===== src/hdl/wsp_pkg.sv =====
// ----------------------------------------------------------------------------
// wsp_pkg - shared types and constants of the segment projector
// Field structs, register map, datapath widths and small helpers.
// ----------------------------------------------------------------------------
package wsp_pkg;

  localparam int SCREEN_WIDTH   = 1024;
  localparam int SCREEN_HEIGHT  = 1024;
  localparam int TRIG_FRAC_BITS = 14;

  localparam int HALF_W = SCREEN_WIDTH / 2;
  localparam int HALF_H = SCREEN_HEIGHT / 2;

  // datapath widths
  localparam int REG_W   = 16;
  localparam int PT_W    = 14;                       // centred grid coordinate
  localparam int H_W     = 16;
  localparam int P1_W    = H_W + REG_W;              // first rotation products
  localparam int Y1_W    = P1_W + 1;
  localparam int QA_W    = PT_W + REG_W;
  localparam int QB_W    = Y1_W + REG_W;
  localparam int SUM2_W  = ((QA_W + TRIG_FRAC_BITS > QB_W) ?
                            QA_W + TRIG_FRAC_BITS : QB_W) + 1;
  localparam int X2_W    = SUM2_W - TRIG_FRAC_BITS;
  localparam int R_W     = X2_W + REG_W;
  localparam int S3_W    = ((R_W > Y1_W + REG_W) ? R_W : Y1_W + REG_W) + 1;
  localparam int XY_W    = 26;                       // holds +-2^24
  localparam int XY_LIMIT = 1 << 24;
  localparam int DIST_W  = REG_W + 1;
  localparam int DEN_W   = ((DIST_W + 1 + TRIG_FRAC_BITS > X2_W) ?
                            DIST_W + 1 + TRIG_FRAC_BITS : X2_W) + 1;
  localparam int HC_W    = 13;                       // signed half screen
  localparam int N_W     = XY_W + DIST_W;
  localparam int HD_W    = DEN_W + HC_W;
  localparam int NUM_W   = ((N_W + TRIG_FRAC_BITS > HD_W) ?
                            N_W + TRIG_FRAC_BITS : HD_W) + 1;
  localparam int DIV_DEN_W = DEN_W - 1;

  // pipeline shape
  localparam int QBITS       = 17;
  localparam int DIV_STAGES  = QBITS + 1;
  localparam int PRE_STAGES  = 9;
  localparam int LANE_STAGES = PRE_STAGES + DIV_STAGES + 1;
  localparam int NUM_STAGES  = LANE_STAGES + 1;

  localparam int CFG_IDX_W = 3;
  localparam logic signed [REG_W-1:0] TRIG_ONE = REG_W'(1 << TRIG_FRAC_BITS);

  typedef enum logic [CFG_IDX_W-1:0] {
    REG_COS_X  = 3'd0,
    REG_SIN_X  = 3'd1,
    REG_COS_Y  = 3'd2,
    REG_SIN_Y  = 3'd3,
    REG_COS_Z  = 3'd4,
    REG_SIN_Z  = 3'd5,
    REG_DIST   = 3'd6,
    REG_OFFSET = 3'd7
  } cfg_idx_t;

  typedef struct packed {
    logic signed [15:0] cos_about_x;
    logic signed [15:0] sin_about_x;
    logic signed [15:0] cos_about_y;
    logic signed [15:0] sin_about_y;
    logic signed [15:0] cos_about_z;
    logic signed [15:0] sin_about_z;
    logic        [15:0] view_distance;
    logic signed [15:0] depth_offset;
  } cfg_t;

  typedef struct packed {
    logic        [11:0] start_x;
    logic        [11:0] start_y;
    logic signed [15:0] height_start;
    logic signed [15:0] height_end;
    logic        [9:0]  step_size;
    logic               along_y;
  } in_t;

  typedef struct packed {
    logic signed [15:0] screen_x_start;
    logic signed [15:0] screen_y_start;
    logic signed [15:0] screen_x_end;
    logic signed [15:0] screen_y_end;
    logic               behind_eye;
  } out_t;

  typedef struct packed {
    logic signed [15:0] sx;
    logic signed [15:0] sy;
    logic               behind;
  } lane_res_t;

  typedef struct packed {
    logic             neg;
    logic             ovf;
    logic [QBITS-1:0] mag;
  } div_res_t;

  function automatic logic signed [15:0] sat16(input logic signed [31:0] v);
    logic signed [15:0] r;
    if (v > 32'sd32767) r = 16'sh7fff;
    else if (v < -32'sd32768) r = 16'sh8000;
    else r = v[15:0];
    return r;
  endfunction

endpackage


===== src/hdl/wsp_flow.sv =====
// ----------------------------------------------------------------------------
// wsp_flow - pipeline occupancy and stage enables
// One valid bit per stage; a stage loads when a slot at or after it is free or the output drains.
// ----------------------------------------------------------------------------
module wsp_flow (
  input  logic                            clk,
  input  logic                            rst,
  input  logic                            in_valid,
  output logic                            in_ready,
  output logic                            out_valid,
  input  logic                            out_ready,
  output logic [wsp_pkg::NUM_STAGES-1:0]  en
);

  localparam int N = wsp_pkg::NUM_STAGES;

  logic [N-1:0] v;

  // stage k may load when a slot at or after k is empty, or the output drains
  always_comb begin
    for (int k = 0; k < N; k++) begin
      en[k] = out_ready || (((~v) >> k) != '0);
    end
  end

  always_ff @(posedge clk) begin
    if (rst) begin
      v <= '0;
    end else begin
      if (en[0]) v[0] <= in_valid;
      for (int k = 1; k < N; k++) begin
        if (en[k]) v[k] <= v[k-1];
      end
    end
  end

  assign in_ready  = en[0];
  assign out_valid = v[N-1];

  a_fill_rate: assert property (@(posedge clk) disable iff (rst)
    !rst |=> $countones(v) <= $past($countones(v)) + 1)
    else $error("occupancy grew by more than one");

  a_accept_lands: assert property (@(posedge clk) disable iff (rst)
    (in_valid && in_ready) |=> v[0])
    else $error("accepted segment not in first stage");

  a_bubble: assert property (@(posedge clk) disable iff (rst)
    (out_valid && out_ready && !v[N-2]) |=> !out_valid)
    else $error("result appeared from an empty stage");

endmodule


===== config.mk =====
export PLATFORM = sky130hd
export DESIGN_NAME = wsp_flow
export DESIGN_NICKNAME = d
export VERILOG_FILES = /design/src/hdl/wsp_pkg.sv /design/src/hdl/wsp_flow.sv
export SDC_FILE = /design/constraint.sdc
export NUM_CORES = 1
export LEC_CHECK = 0
export BUFFER_PORTS_ARGS = -buffer_cell sky130_fd_sc_hd__buf_4
export CORE_MARGIN = 2
export CORE_UTILIZATION = 45
export CTS_CLUSTER_DIAMETER = 100
export CTS_CLUSTER_SIZE = 10
export DETAILED_ROUTE_END_ITERATION = 16
export MAX_ROUTING_LAYER = met4
export PLACE_DENSITY = 0.73
export SETUP_SLACK_MARGIN = 0.02
export SYNTH_ARGS = -nofsm -noshare
export SYNTH_HDL_FRONTEND = slang
export SYNTH_SLANG_ARGS = --single-unit
export TNS_END_PERCENT = 100

===== constraint.sdc =====
create_clock -name clk -period 1.75 [get_ports clk]
set_clock_uncertainty 0.1 [all_clocks]
set_input_delay 0.2625 -clock clk [delete_from_list [all_inputs] [get_ports clk]]
set_output_delay 0.2625 -clock clk [all_outputs]
set_load 0.05 [all_outputs]

# After elaboration in Yosys (flattened, before gate mapping)
# Index checks and enable logic that the tools add are counted.
dict set report classes {
  addsub 0
  mul 0
  div 0
  order_cmp 0
  eq_ne 0
  n_shift 0
  n_mux 0
  n_bitwise 1
  reduce_logical 57
}
# op count
set op_table {}
lappend op_table {{nonzero test 29 bit} 28}
lappend op_table {{logical OR 1 bit} 29}
lappend op_table {{inverter 29 bit} 1}
dict set report totals {
  ff_bits 29
  latch_bits 0
  mem_bits_rw 0
  rom_bits 0
  in_bits 4
  output_inout_bits 31
  wordCells 87
  n_memories 0
}

# Logic depth before layout (Yosys ltp)
dict set report logic_depth {
  depth_word 3
  depth_mapped 5
  depth_no_buf 4
}

# Worst setup path after synthesis
# Ideal clock, no wire load.
dict set report synth_path {
  path_kind {reg2out}
  startpoint {register v[28]}
  endpoint {output en[0] (netlist name)}
  t_arrival_ns 2.258
  required_time_ns 1.387
  slack_ns -0.871
  stages_incl_launch_ff 6
  n_path_buf 2
  path_cell_list {dfxtp_1 nand4b_4 nor4_4 buf_6 nand3_2 buf_4}
}
dict set report synth_via {
  elab_chain_cells 3
}
# element line_no
set synth_lines {}
lappend synth_lines {{start: declaration} wsp_flow.sv:17} ;# logic [N-1:0] v;
lappend synth_lines {{start signal: indexed assignment} wsp_flow.sv:32} ;# if (en[k]) v[k] <= v[k-1];
lappend synth_lines {{inverter 29 bit} wsp_flow.sv:22} ;# en[k] = out_ready || (((~v) >> k) != '0);
lappend synth_lines {{nonzero test 29 bit} wsp_flow.sv:22}
lappend synth_lines {{logical OR 1 bit} wsp_flow.sv:22}
lappend synth_lines {{end: declaration} wsp_flow.sv:12} ;# output logic [wsp_pkg::NUM_STAGES-1:0] en
# No other way between the ends.

# Worst setup path after layout
dict set report layout_path {
  startpoint {register v[22]}
  endpoint {output en[8] (netlist name)}
}
# Same word-level chain as after synthesis.

==> impl_results.md <==
* Max Freq at 471.0 MHz
* Library cells used by synthesis at 22
* Layout Cells excl Fill at roughly 260
* Crit Path Class: reg -> out
* Syn Area/Cell at 8.546 µm²
* Failing checks: negative setup slack
* Worst r2r src: v[22]
* Status: finished, violations left
* Worst setup SP type: flop
* DR pass1 iterations at 4
* Die H at 56.84 µm
* # clock sinks at 29
* Max IR drop VDD at 0.7482 mV
* Vias in the first global route at 1,433
* CP arrival at between 1.5 and 2 ns
* Initial DRC count at between 70 and 80
* Clk pin slew, worst setup/hold paths at 0.10 ns
* DPL Wire Length at 2.214 mm
* GP Congestion at 0.7926
* Antenna diodes at 0
* Total CTS buffers at 5
* Initial antenna violation count at 0
* Drc violations at 0
* Layout area overhead at 91.83%
* Top fanout value on the critical path at 6
* Setup Viol. Count Final at 27
* Port Buffers at 34
* Worst Hold Class: in -> reg
* Core area at 2710 µm²
* Leak at 1.062 nW
* Final wirelength at 4.799 mm
* # Max-Cap Violations at 0
* Layout cells sized above 1 at 63.60%
* Min Clock Period, post-route at 2.123 ns
* Die span in x at 56.84 µm
* First-pass GRT wire length at 6.768 mm
* Regs by FF count: v (29)
* Yosys warning total at 0
* Fin util at 88.92%
* Worst slew pin tran at between 0.3 and 0.4 ns
* R2r worst-path depth at 7
* Slew headroom at 76.74%
* Cells after Synth at 147
* Num ports at 35
* Sequential area share after synthesis at 46.22%
* Worst-Skew Late Latency at 0.35 ns
* Final Net Count at between 200 and 250
* Synthesized Nets at approximately 150
* Antenna Violating Nets Remaining at 0
* Htree depth at 2
* Fillers at approximately 110
* Yosys reg bits at 29
* Site Rows at 19
* DP Cell Count at roughly 220
* Final hold vios at 0
* GRT Residual Overflow at 0
* CP startpoint: v[22]
* Largest reg by FF count: v
* Largest net degree at the start of global routing at 30
* Initial Util at 46.35%
* Via count at around 1,400
* Max reg flops at 29
* DR vias/cell at ~5.5
* Maximum root-to-sink buffer count at 2
* Pwr dens at 485.9 nW/µm²
* DIE AREA at between 3000 and 4000 µm²
* DR WL/cell at 18.53 µm
* CTS tree: built
* Critical R2R Capture: v[5]
* Critical Path Sink: en[8]
* Period Utilization, post-route at 121.3%
* RSZ-0062 raised after global routing: true
* Hold-fix buffers at CTS at 0
* Max-slew violations at 0
* Worst Path Required at 1.39 ns
* R2R Setup Slk at around 0.03 ns
* Clock root buffer: clkbuf_4
* Worst setup margin at -0.3732 ns
* Synth Cell Area at 1256 µm²
* Crit. End Element: output pin
* GRT Overall Usage at roughly 28%
[where the power goes]
group	total (mW)	internal [mW]	leakage, nW	switching [mW]
logic	0.0246	0.00783	0.778	0.0168
clock network	0.485	0.232	0.0413	0.253
registers	0.661	0.658	0.243	0.00283
[placed cells by master, fill, tap and decap left out, drive strengths merged]
cell / n
clkbuf: 7
and3: 2
nand4b: 2
nand4: 8
a21oi: 24
nor3: 3
nand2: 9
nand3: 16
nor2b: 1
nor4: 4
inv: 24
clkinv: 1
buf: 79
nor2: 19
dfxtp: 29
[cells by family after synthesis]
logic type      synth area share [%]
flops                          46.22
compound gates                 9.861
simple gates                   33.96
buf+inv                        9.960
[cells in the mapped netlist]
| master | count | area share [%] |
|---|---|---|
| nor2_1 | 19 | 5.7 |
| nor4_4 | 2 | 3.4 |
| nor2b_1 | 1 | 0.50 |
| and3_1 | 2 | 1.0 |
| nand4b_4 | 1 | 1.9 |
| nand4_1 | 6 | 3.0 |
| buf_6 | 1 | 0.90 |
| nand3_1 | 9 | 3.6 |
| nand4_4 | 2 | 3.4 |
| inv_1 | 24 | 7.2 |
| nand2_1 | 9 | 2.7 |
| nor4_1 | 2 | 1.0 |
| a21oi_1 | 23 | 9.2 |
| a21oi_2 | 1 | 0.70 |
| nand3_2 | 7 | 5.6 |
| buf_2 | 1 | 0.40 |
| buf_4 | 1 | 0.60 |
| clkbuf_1 | 3 | 0.90 |
| nor3_1 | 2 | 0.80 |
| nor3_2 | 1 | 0.80 |
| dfxtp_1 | 29 | 46 |
| nand4b_1 | 1 | 0.70 |
[worst max-delay path, stage by stage, from the launching register on]
cell and delay (ns):
dfxtp_1 0.40, nand3_2 0.12, nor4_4 0.23, buf_6 0.18
buf_12 0.13, nand4_1 0.14, buf_6 0.20
[how the worst min path moves through the flow]
stage	startpoint	end	slack, ns	depth (start not counted)
after floorplan	in_valid	v[0]	0.30	2
after global placement	v[19]	v[20]	0.34	2
after detailed placement	v[0]	v[1]	0.35	2
after CTS	in_valid	v[0]	0.06	3
after global routing	in_valid	v[0]	0.05	3
final	in_valid	v[0]	0.06	3
[stage by stage]
stage / power (mW) / worst slack, ns / setup TNS (ns) / hold slack [ns] / instance area (µm²)
detailed placement: 0.7011 / -0.04290 / -0.09763 / 0.3483 / 1682
finish: 1.171 / -0.3732 / -7.498 / 0.05641 / 2410
CTS: 1.168 / -0.3349 / -7.272 / 0.05982 / 2230
floorplan: 0.6924 / -0.3290 / -5.577 / 0.2965 / 1290
global placement: 0.7005 / 0.03710 / 0 / 0.3387 / 1682
global route: 1.209 / -0.4379 / -9.241 / 0.05085 / 2410
[cell type report]
class | count | area (µm²) | area share, %
timing repair buffer | 79 | 833.3 | 34.58
tap | 31 | 38.79 | 1.610
sequential | 29 | 608.1 | 25.23
clock inverter | 1 | 5.005 | 0.2077
clock buffer | 7 | 65.06 | 2.700
inverter | 24 | 92.59 | 3.842
multi-input combinational | 88 | 767.0 | 31.83
[what timing repair did]
item,CTS,global route
gates resized for setup,65,46
pin swaps,8,12
setup buffers,20,13
gates cloned,3,0
setup endpoints to repair,27,33
[per-layer routing]
metal / GRT usage [%] / vias up / wire (µm)
li1: - / 652 / -
met1: 33.19 / 690 / 1870
met3: 5.069 / 19 / 246
met5: - / - / 0
met2: 47.01 / 58 / 2530
met4: 12.96 / 0 / 152
Power figures use the tool's default switching activity.
