===== src/hdl/wsp_pkg.sv =====
// ----------------------------------------------------------------------------
// wsp_pkg - shared types and constants of the segment projector
// Field structs, register map, datapath widths and small helpers.
// ----------------------------------------------------------------------------
package wsp_pkg;

  localparam int SCREEN_WIDTH   = 1024;
  localparam int SCREEN_HEIGHT  = 1024;
  localparam int TRIG_FRAC_BITS = 14;

  localparam int HALF_W = SCREEN_WIDTH / 2;
  localparam int HALF_H = SCREEN_HEIGHT / 2;

  // datapath widths
  localparam int REG_W   = 16;
  localparam int PT_W    = 14;                       // centred grid coordinate
  localparam int H_W     = 16;
  localparam int P1_W    = H_W + REG_W;              // first rotation products
  localparam int Y1_W    = P1_W + 1;
  localparam int QA_W    = PT_W + REG_W;
  localparam int QB_W    = Y1_W + REG_W;
  localparam int SUM2_W  = ((QA_W + TRIG_FRAC_BITS > QB_W) ?
                            QA_W + TRIG_FRAC_BITS : QB_W) + 1;
  localparam int X2_W    = SUM2_W - TRIG_FRAC_BITS;
  localparam int R_W     = X2_W + REG_W;
  localparam int S3_W    = ((R_W > Y1_W + REG_W) ? R_W : Y1_W + REG_W) + 1;
  localparam int XY_W    = 26;                       // holds +-2^24
  localparam int XY_LIMIT = 1 << 24;
  localparam int DIST_W  = REG_W + 1;
  localparam int DEN_W   = ((DIST_W + 1 + TRIG_FRAC_BITS > X2_W) ?
                            DIST_W + 1 + TRIG_FRAC_BITS : X2_W) + 1;
  localparam int HC_W    = 13;                       // signed half screen
  localparam int N_W     = XY_W + DIST_W;
  localparam int HD_W    = DEN_W + HC_W;
  localparam int NUM_W   = ((N_W + TRIG_FRAC_BITS > HD_W) ?
                            N_W + TRIG_FRAC_BITS : HD_W) + 1;
  localparam int DIV_DEN_W = DEN_W - 1;

  // pipeline shape
  localparam int QBITS       = 17;
  localparam int DIV_STAGES  = QBITS + 1;
  localparam int PRE_STAGES  = 9;
  localparam int LANE_STAGES = PRE_STAGES + DIV_STAGES + 1;
  localparam int NUM_STAGES  = LANE_STAGES + 1;

  localparam int CFG_IDX_W = 3;
  localparam logic signed [REG_W-1:0] TRIG_ONE = REG_W'(1 << TRIG_FRAC_BITS);

  typedef enum logic [CFG_IDX_W-1:0] {
    REG_COS_X  = 3'd0,
    REG_SIN_X  = 3'd1,
    REG_COS_Y  = 3'd2,
    REG_SIN_Y  = 3'd3,
    REG_COS_Z  = 3'd4,
    REG_SIN_Z  = 3'd5,
    REG_DIST   = 3'd6,
    REG_OFFSET = 3'd7
  } cfg_idx_t;

  typedef struct packed {
    logic signed [15:0] cos_about_x;
    logic signed [15:0] sin_about_x;
    logic signed [15:0] cos_about_y;
    logic signed [15:0] sin_about_y;
    logic signed [15:0] cos_about_z;
    logic signed [15:0] sin_about_z;
    logic        [15:0] view_distance;
    logic signed [15:0] depth_offset;
  } cfg_t;

  typedef struct packed {
    logic        [11:0] start_x;
    logic        [11:0] start_y;
    logic signed [15:0] height_start;
    logic signed [15:0] height_end;
    logic        [9:0]  step_size;
    logic               along_y;
  } in_t;

  typedef struct packed {
    logic signed [15:0] screen_x_start;
    logic signed [15:0] screen_y_start;
    logic signed [15:0] screen_x_end;
    logic signed [15:0] screen_y_end;
    logic               behind_eye;
  } out_t;

  typedef struct packed {
    logic signed [15:0] sx;
    logic signed [15:0] sy;
    logic               behind;
  } lane_res_t;

  typedef struct packed {
    logic             neg;
    logic             ovf;
    logic [QBITS-1:0] mag;
  } div_res_t;

  function automatic logic signed [15:0] sat16(input logic signed [31:0] v);
    logic signed [15:0] r;
    if (v > 32'sd32767) r = 16'sh7fff;
    else if (v < -32'sd32768) r = 16'sh8000;
    else r = v[15:0];
    return r;
  endfunction

endpackage


===== src/hdl/wsp_merge.sv =====
// ----------------------------------------------------------------------------
// wsp_merge - output register joining the two endpoint lanes
// Packs both endpoints and ORs their behind-the-eye flags.
// ----------------------------------------------------------------------------
module wsp_merge (
  input  logic                clk,
  input  logic                en,
  input  wsp_pkg::lane_res_t  lane_start,
  input  wsp_pkg::lane_res_t  lane_end,
  output wsp_pkg::out_t       out
);

  always_ff @(posedge clk) begin
    if (en) begin
      out.screen_x_start <= lane_start.sx;
      out.screen_y_start <= lane_start.sy;
      out.screen_x_end   <= lane_end.sx;
      out.screen_y_end   <= lane_end.sy;
      out.behind_eye     <= lane_start.behind | lane_end.behind;
    end
  end

endmodule


===== config.mk =====
export PLATFORM = sky130hd
export DESIGN_NAME = wsp_merge
export DESIGN_NICKNAME = d
export VERILOG_FILES = /design/src/hdl/wsp_pkg.sv /design/src/hdl/wsp_merge.sv
export SDC_FILE = /design/constraint.sdc
export NUM_CORES = 1
export LEC_CHECK = 0
export ABC_CLOCK_PERIOD_IN_PS = 800
export BUFFER_PORTS_ARGS = -buffer_cell sky130_fd_sc_hd__buf_2
export CORE_MARGIN = 2
export CORE_UTILIZATION = 40
export DETAILED_ROUTE_END_ITERATION = 16
export GPL_ROUTABILITY_DRIVEN = 0
export PLACE_DENSITY = 0.76
export SLEW_MARGIN = 20
export SYNTH_ARGS = -nofsm -noshare
export SYNTH_HDL_FRONTEND = slang
export SYNTH_SLANG_ARGS = --single-unit

===== constraint.sdc =====
create_clock -name clk -period 0.8 [get_ports clk]
set_input_delay 0.12 -clock clk [delete_from_list [all_inputs] [get_ports clk]]
set_output_delay 0.12 -clock clk [all_outputs]
set_load 0.02 [all_outputs]

== Word-level counts from Yosys, hierarchy flattened ==
Cells that the tools add are included.
Storage, ports and cells
  bits in registers: 65
  bits of input ports: 68
  output and inout bits: 65
  word-level logic and storage cells: 6
Cells by class
  bitwise operators: 1
Operators by type and width (number)
  1-bit bitwise OR: 1

== Logic depth before layout (Yosys ltp) ==
Gate-level depths: netlist of the first run.
  depth in word-level cells: 1
  gate-level depth with buffers: 1

== Worst setup path after synthesis of the first run ==
Ideal clock, no wire load.
  path kind: input to register
  from: input lane_end[0] (netlist bit)
  to: register out[0] (netlist bit), data pin
  library setup time: 0.259 ns
  arrival: 0.317 ns
  path slack: 0.224 ns
  cell stages on the path: 1
  path buffers: 0
  cells stage by stage: or2_1
Between the ends
  cells in the longest elaborated chain, start to end: 1
RTL lines
  from (decl): RTL line wsp_merge.sv:9  | input wsp_pkg::lane_res_t lane_end,
  1-bit bitwise OR: RTL line wsp_merge.sv:19  | out.behind_eye <= lane_start.behind | lane_end.behind;
  to (decl): RTL line wsp_merge.sv:10  | output wsp_pkg::out_t out
Every way passes these cells.
A chain may end at the register's enable or synchronous reset.

== Final worst setup path of the first run ==
  from: register out[46] (netlist bit)
  to: output out[46] (netlist bit)
No word-level cell between the ends.

==> out/results.tsv, run 1 <==
stage	metric	value	unit
cells_and_area	fin_cells	348	
critical_path	critPathBufInv	1	
floorplan	rows	25	
timing	max_slew_margin	87.5	%
synth	synth_compound_area_share	0	%
global_route	met1_usage	21.5	%
critical_path	cp_top_family	flip-flops	
min_path	holdCritPathClass	input port to flop	
critical_path	cpPeakStageDelay	0.45	ns
floorplan	dieArea	5470	sq um
global_route	met2_usage	44.3	%
detailed_routing	ant_nets	0	
clocking	cts.htree.levels	3	
status	violations	negative setup slack	
min_path	min_from	lane_end[0]	
timing	drv_slew	0	
timing	setup_tns	-12.51	ns
global_route	antenna_found_initial	0	
power	finalPower	8.69	mW
clocking	cts_tree	yes	
timing	rsz0062_at_grt	yes	
critical_path	critPathKind	flop to output port	
cells_and_area	final_common_cell	buf_2	
critical_path	crit_path_top_delay_cell	edfxtp_1	
detailed_routing	avgViaCountPerCell	4.59	
power	pwr-share-comb	16.4	%
critical_path	critPathRequiredTime	0.68	ns
synth	ys_types	2	
critical_path	crit_arrival	0.95	ns
timing	finalHoldViolations	0	
cells_and_area	final_cell_mix	74 x buf_2, 65 x edfxtp_1, 64 x dlygate4sd3_1	
detailed_routing	wl	7410	microns
detailed_routing	remaining_drc_errors	0	
critical_path	cp_max_fo	1	
global_route	grt_max_degree	36	
critical_path	cp-start-kind	flop	
synth	synth-seq-cells	65	
cells_and_area	multi_input_area	6.26	sq um
power	swShare	24.3	%
detailed_routing	firstDrtPassIters	4	
global_route	grt_first_pass_wirelength	8710	microns
place	dp.cells	267	
floorplan	core	4720	sq um
timing	fin_crit_sh	134	%
clocking	cts_sinks	65	
timing	fmax	0.932	GHz
clocking	cts.clk_slew.worst_paths	0.09	ns
clocking	cts_made_buffers	9	
power	internal-power	6.58	mW
synth	synthesis.instances	66	
synth	synth_area_per_cell	29.7	sq um
place	dpl.hpwl	3040	microns
global_route	grt.busiest_layer	met2	
synth	ys_seq_area_share	99.7	%
global_route	grt_pass1_vias	1697	
floorplan	boundaryPins	133	
timing	fin_ws	-0.273	ns
synth	synth_top_family_by_area	simple AND/OR/NAND/NOR gates	
job	maxCapViolCount	0	
cells_and_area	layout-drive-gt1-share	53.2	%
synth	yosys.area_share.adder	0	%
power	powerDensity	2190	nW/um^2
place	portBuffers	132	
clocking	cts_root_buffer	clkbuf_8	
power	p_leak	1.67	nW
synth	synth_warnings	0	
cells_and_area	seqCellArea	1950	sq um
power	p_seq_share	48.3	%
cells_and_area	largest_register_ff_count	65	
floorplan	fp.dieW	74.0	microns
power	power_switching	2.11	mW
global_route	use_met3	8.67	%
critical_path	end_kind	output port	
synth	netlist_area	1960	sq um
min_path	min_path_cells	2	
synth	synthMuxAreaShare	0	%
floorplan	die_h	74.0	microns
critical_path	cp_cell_sequence	buf_6	
cells_and_area	nFillCells	208	
synth	synth_xor_area_share	0	%
timing	period_needed	1.07	ns
min_path	hold_path_end	out[0]	
global_route	grt_overflow	0	
timing	finalSetupViolCount	65	
floorplan	start_util	41.5	%
detailed_routing	routed-via-count	1597	
cells_and_area	nets	343	
global_route	grt_use_total	23.4	%
status	outcome	complete, but fails checks	
synth	synth-simple-area-share	0.319	%
clocking	cts_setup_buffers	0	
synth	synthesis.nets	134	
power	vdd_ir_drop_max	0.00138	V
cells_and_area	reg.largest.list	out (65)	
detailed_routing	first_iter_violations	124	
cells_and_area	layout-area-overhead-vs-synth	103	%
timing	worst_slew_pin_slew	0.188	ns
cells_and_area	regMostFlops	out	
detailed_routing	wl_per_cell	21.3	microns
clocking	clockBufferDepth	2	
power	p_clk_share	35.2	%
-- layout make-up --
| class | instances | share of cell area, % |
|---|---|---|
| clock inverter | 7 | 2.37 |
| timing repair buffer | 198 | 43.0 |
| sequential | 65 | 49.2 |
| clock buffer | 9 | 3.12 |
| tap | 67 | 2.11 |
| multi-input combinational | 1 | 0.158 |
| antenna | 1 | 0.0631 |
-- cell families after synthesis --
group | count (synthesis)
simple gates | 1
flops | 65
-- per-layer routing --
layer,wire (microns),up-vias
met4,223,0
met5,0,-
li1,-,687
met3,734,19
met2,4030,126
met1,2430,765
-- repair_timing --
action                                  4_1_cts  5_1_grt
endpoints found under the setup margin       65       65
endpoints found under the hold margin        64        0
hold buffers                                 64        0
gates resized for setup                      34       83
-- through the flow --
| step | hold slack [ns] | worst slack [ns] | util [%] | cell area [sq um] |
|---|---|---|---|---|
| floorplan | 0.219 | 0.224 | - | 1960 |
| global placement | 0.297 | -0.00823 | 58.1 | 2740 |
| detailed placement | 0.298 | -0.0163 | 58.1 | 2740 |
| CTS | 0.0464 | -0.226 | 78.5 | 3710 |
| global route | 0.0679 | -0.292 | 83.9 | 3960 |
| finish | 0.0790 | -0.273 | 84.0 | 3970 |
-- worst max path at each step --
stage	start	endpoint	slack [ns]	depth (start not counted)
final	out[46]	out[46]	-0.27	1
after global routing	out[46]	out[46]	-0.29	1
after CTS	out[29]	out[29]	-0.23	1
after detailed placement	en	out[37]	-0.02	2
after global placement	en	out[27]	-0.008	2
after floorplan	lane_end[0]	out[0]	0.22	1
-- power by group through the flow --
stage          clock network, mW  logic [mW]  registers, mW
6_report                    3.06        1.43           4.20
4_1_cts                     3.06        1.18           4.13
3_5_place_dp                   0       0.854           4.18
3_3_place_gp                   0       0.837           4.17
2_1_floorplan                  0     0.00156           4.55
5_1_grt                     3.25        1.48           4.22
-- synth_stat cells --
master	instances	share of area [%]
edfxtp_1	65	100
or2_1	1	0.32
(Power assumes the default switching activity.)
==> run 2: changes to the inputs <==
--- a/config.mk
+++ b/config.mk
@@ -7,7 +7,7 @@
 export LEC_CHECK = 0
 export ABC_CLOCK_PERIOD_IN_PS = 800
 export BUFFER_PORTS_ARGS = -buffer_cell sky130_fd_sc_hd__buf_2
-export CORE_MARGIN = 2
+export CORE_MARGIN = 3
 export CORE_UTILIZATION = 40
 export DETAILED_ROUTE_END_ITERATION = 16
 export GPL_ROUTABILITY_DRIVEN = 0
==> constraint.sdc (replaced) <==
create_clock -name clk -period 0.8 [get_ports clk]
set_input_delay 0.04 -clock clk [delete_from_list [all_inputs] [get_ports clk]]
set_output_delay 0.04 -clock clk [all_outputs]
set_load 0.02 [all_outputs]
==> out/results.tsv, run 2 (synthesis gave the netlist of run 1 again) <==
stage	metric	value	unit
detailed_routing	first_iter_violations	170	
critical_path	crit_path_top_delay_cell	edfxtp_1	
cells_and_area	fin_util	85.1	%
floorplan	start_util	43.2	%
clocking	cts_sinks	65	
cells_and_area	largest_register_ff_count	65	
detailed_routing	avgViaCountPerCell	4.62	
timing	finalHoldViolations	1	
status	outcome	complete, but fails checks	
cells_and_area	final_cell_mix	84 x buf_2, 65 x edfxtp_1, 64 x dlygate4sd3_1	
power	powerDensity	2140	nW/um^2
detailed_routing	wl	7600	microns
place	dp.cells	265	
critical_path	cp_top_family	flip-flops	
power	vdd_ir_drop_max	0.00124	V
min_path	min_path_cells	2	
critical_path	end_kind	output port	
critical_path	cp_max_fo	1	
place	placed_area	2740	sq um
timing	fin_crit_sh	128	%
cells_and_area	diodes	0	
timing	fin_ws	-0.224	ns
cells_and_area	reg.largest.list	out (65)	
critical_path	cpPeakStageDelay	0.47	ns
critical_path	critPathRequiredTime	0.76	ns
timing	rsz0062_at_grt	yes	
floorplan	dieArea	5770	sq um
critical_path	cp-start-kind	flop	
critical_path	worstSetupPathDepth	1	
global_route	grt_overflow	0	
global_route	grt_first_pass_wirelength	9710	microns
critical_path	critPathKind	flop to output port	
floorplan	rows	24	
floorplan	die_h	76.0	microns
clocking	clockBufferDepth	2	
cells_and_area	regMostFlops	out	
global_route	grt_pass1_vias	1710	
timing	hold_slack	-0.00307	ns
timing	period_needed	1.02	ns
detailed_routing	ant_nets	0	
global_route	use_met3	8.65	%
detailed_routing	routed-via-count	1594	
timing	finalSetupViolCount	65	
power	finalPower	8.27	mW
timing	worst_slew_pin_slew	0.202	ns
clocking	cts.htree.levels	3	
status	violations	negative hold slack, negative setup slack	
global_route	grt_max_degree	38	
clocking	cts.clk_slew.worst_paths	0.08	ns
clocking	cts_tree	yes	
timing	setup_tns	-7.54	ns
cells_and_area	layout-area-overhead-vs-synth	97.1	%
timing	fmax	0.976	GHz
critical_path	crit_arrival	0.98	ns
clocking	cts_root_buffer	clkbuf_8	
detailed_routing	wl_per_cell	22.0	microns
global_route	grt_use_total	22.9	%
cells_and_area	final_common_cell	buf_2	
floorplan	boundaryPins	133	
global_route	grt.busiest_layer	met2	
min_path	holdCritPathClass	input port to flop	
floorplan	fp.dieW	76.0	microns
job	maxCapViolCount	0	
cells_and_area	layout-drive-gt1-share	52.1	%
cells_and_area	final_area	3860	sq um
global_route	antenna_found_initial	0	
critical_path	critPathBufInv	1	
critical_path	cp_cell_sequence	buf_6	
power	p_leak	1.64	nW
clocking	cts_made_buffers	9	
cells_and_area	fin_cells	345	
timing	max_slew_margin	86.5	%
floorplan	core	4530	sq um
detailed_routing	remaining_drc_errors	0	
place	pre_cts_slack	0.0621	ns
global_route	met2_usage	40.4	%
cells_and_area	nets	343	
global_route	met1_usage	24.2	%
place	portBuffers	132	
detailed_routing	firstDrtPassIters	4	
timing	drv_slew	0	
[run 2: final timing paths]
check                      from      end
setup / recovery        out[29]  out[29]
hold / removal    lane_start[0]   out[0]
[run 2: power by group]
group / switching (mW) / internal (mW) / total, mW
clock network: 1.27 / 1.43 / 2.70
logic: 0.652 / 0.726 / 1.38
registers: 0.143 / 4.05 / 4.20
[run 2: cell type report]
cell class,count,area (sq um)
Sequential cell,65,1950
Timing Repair Buffer,198,1640
Fill cell,209,674
Clock buffer,12,135
Tap cell,65,81.3
Clock inverter,4,43.8
Multi-Input combinational cell,1,6.26
[run 2: layer usage]
layer	vias to the layer above	share of wire [%]
met5	-	0
met4	0	1.9
met3	12	7.9
met2	122	55
met1	776	35
li1	684	-
[run 2: what timing repair did]
action                                  in CTS  in global routing
endpoints found under the setup margin      65                 66
setup buffers                                0                  0
endpoints found under the hold margin       65                  0
pin swaps                                    0                  1
gates resized for setup                     32                 65
hold buffers                                65                  0
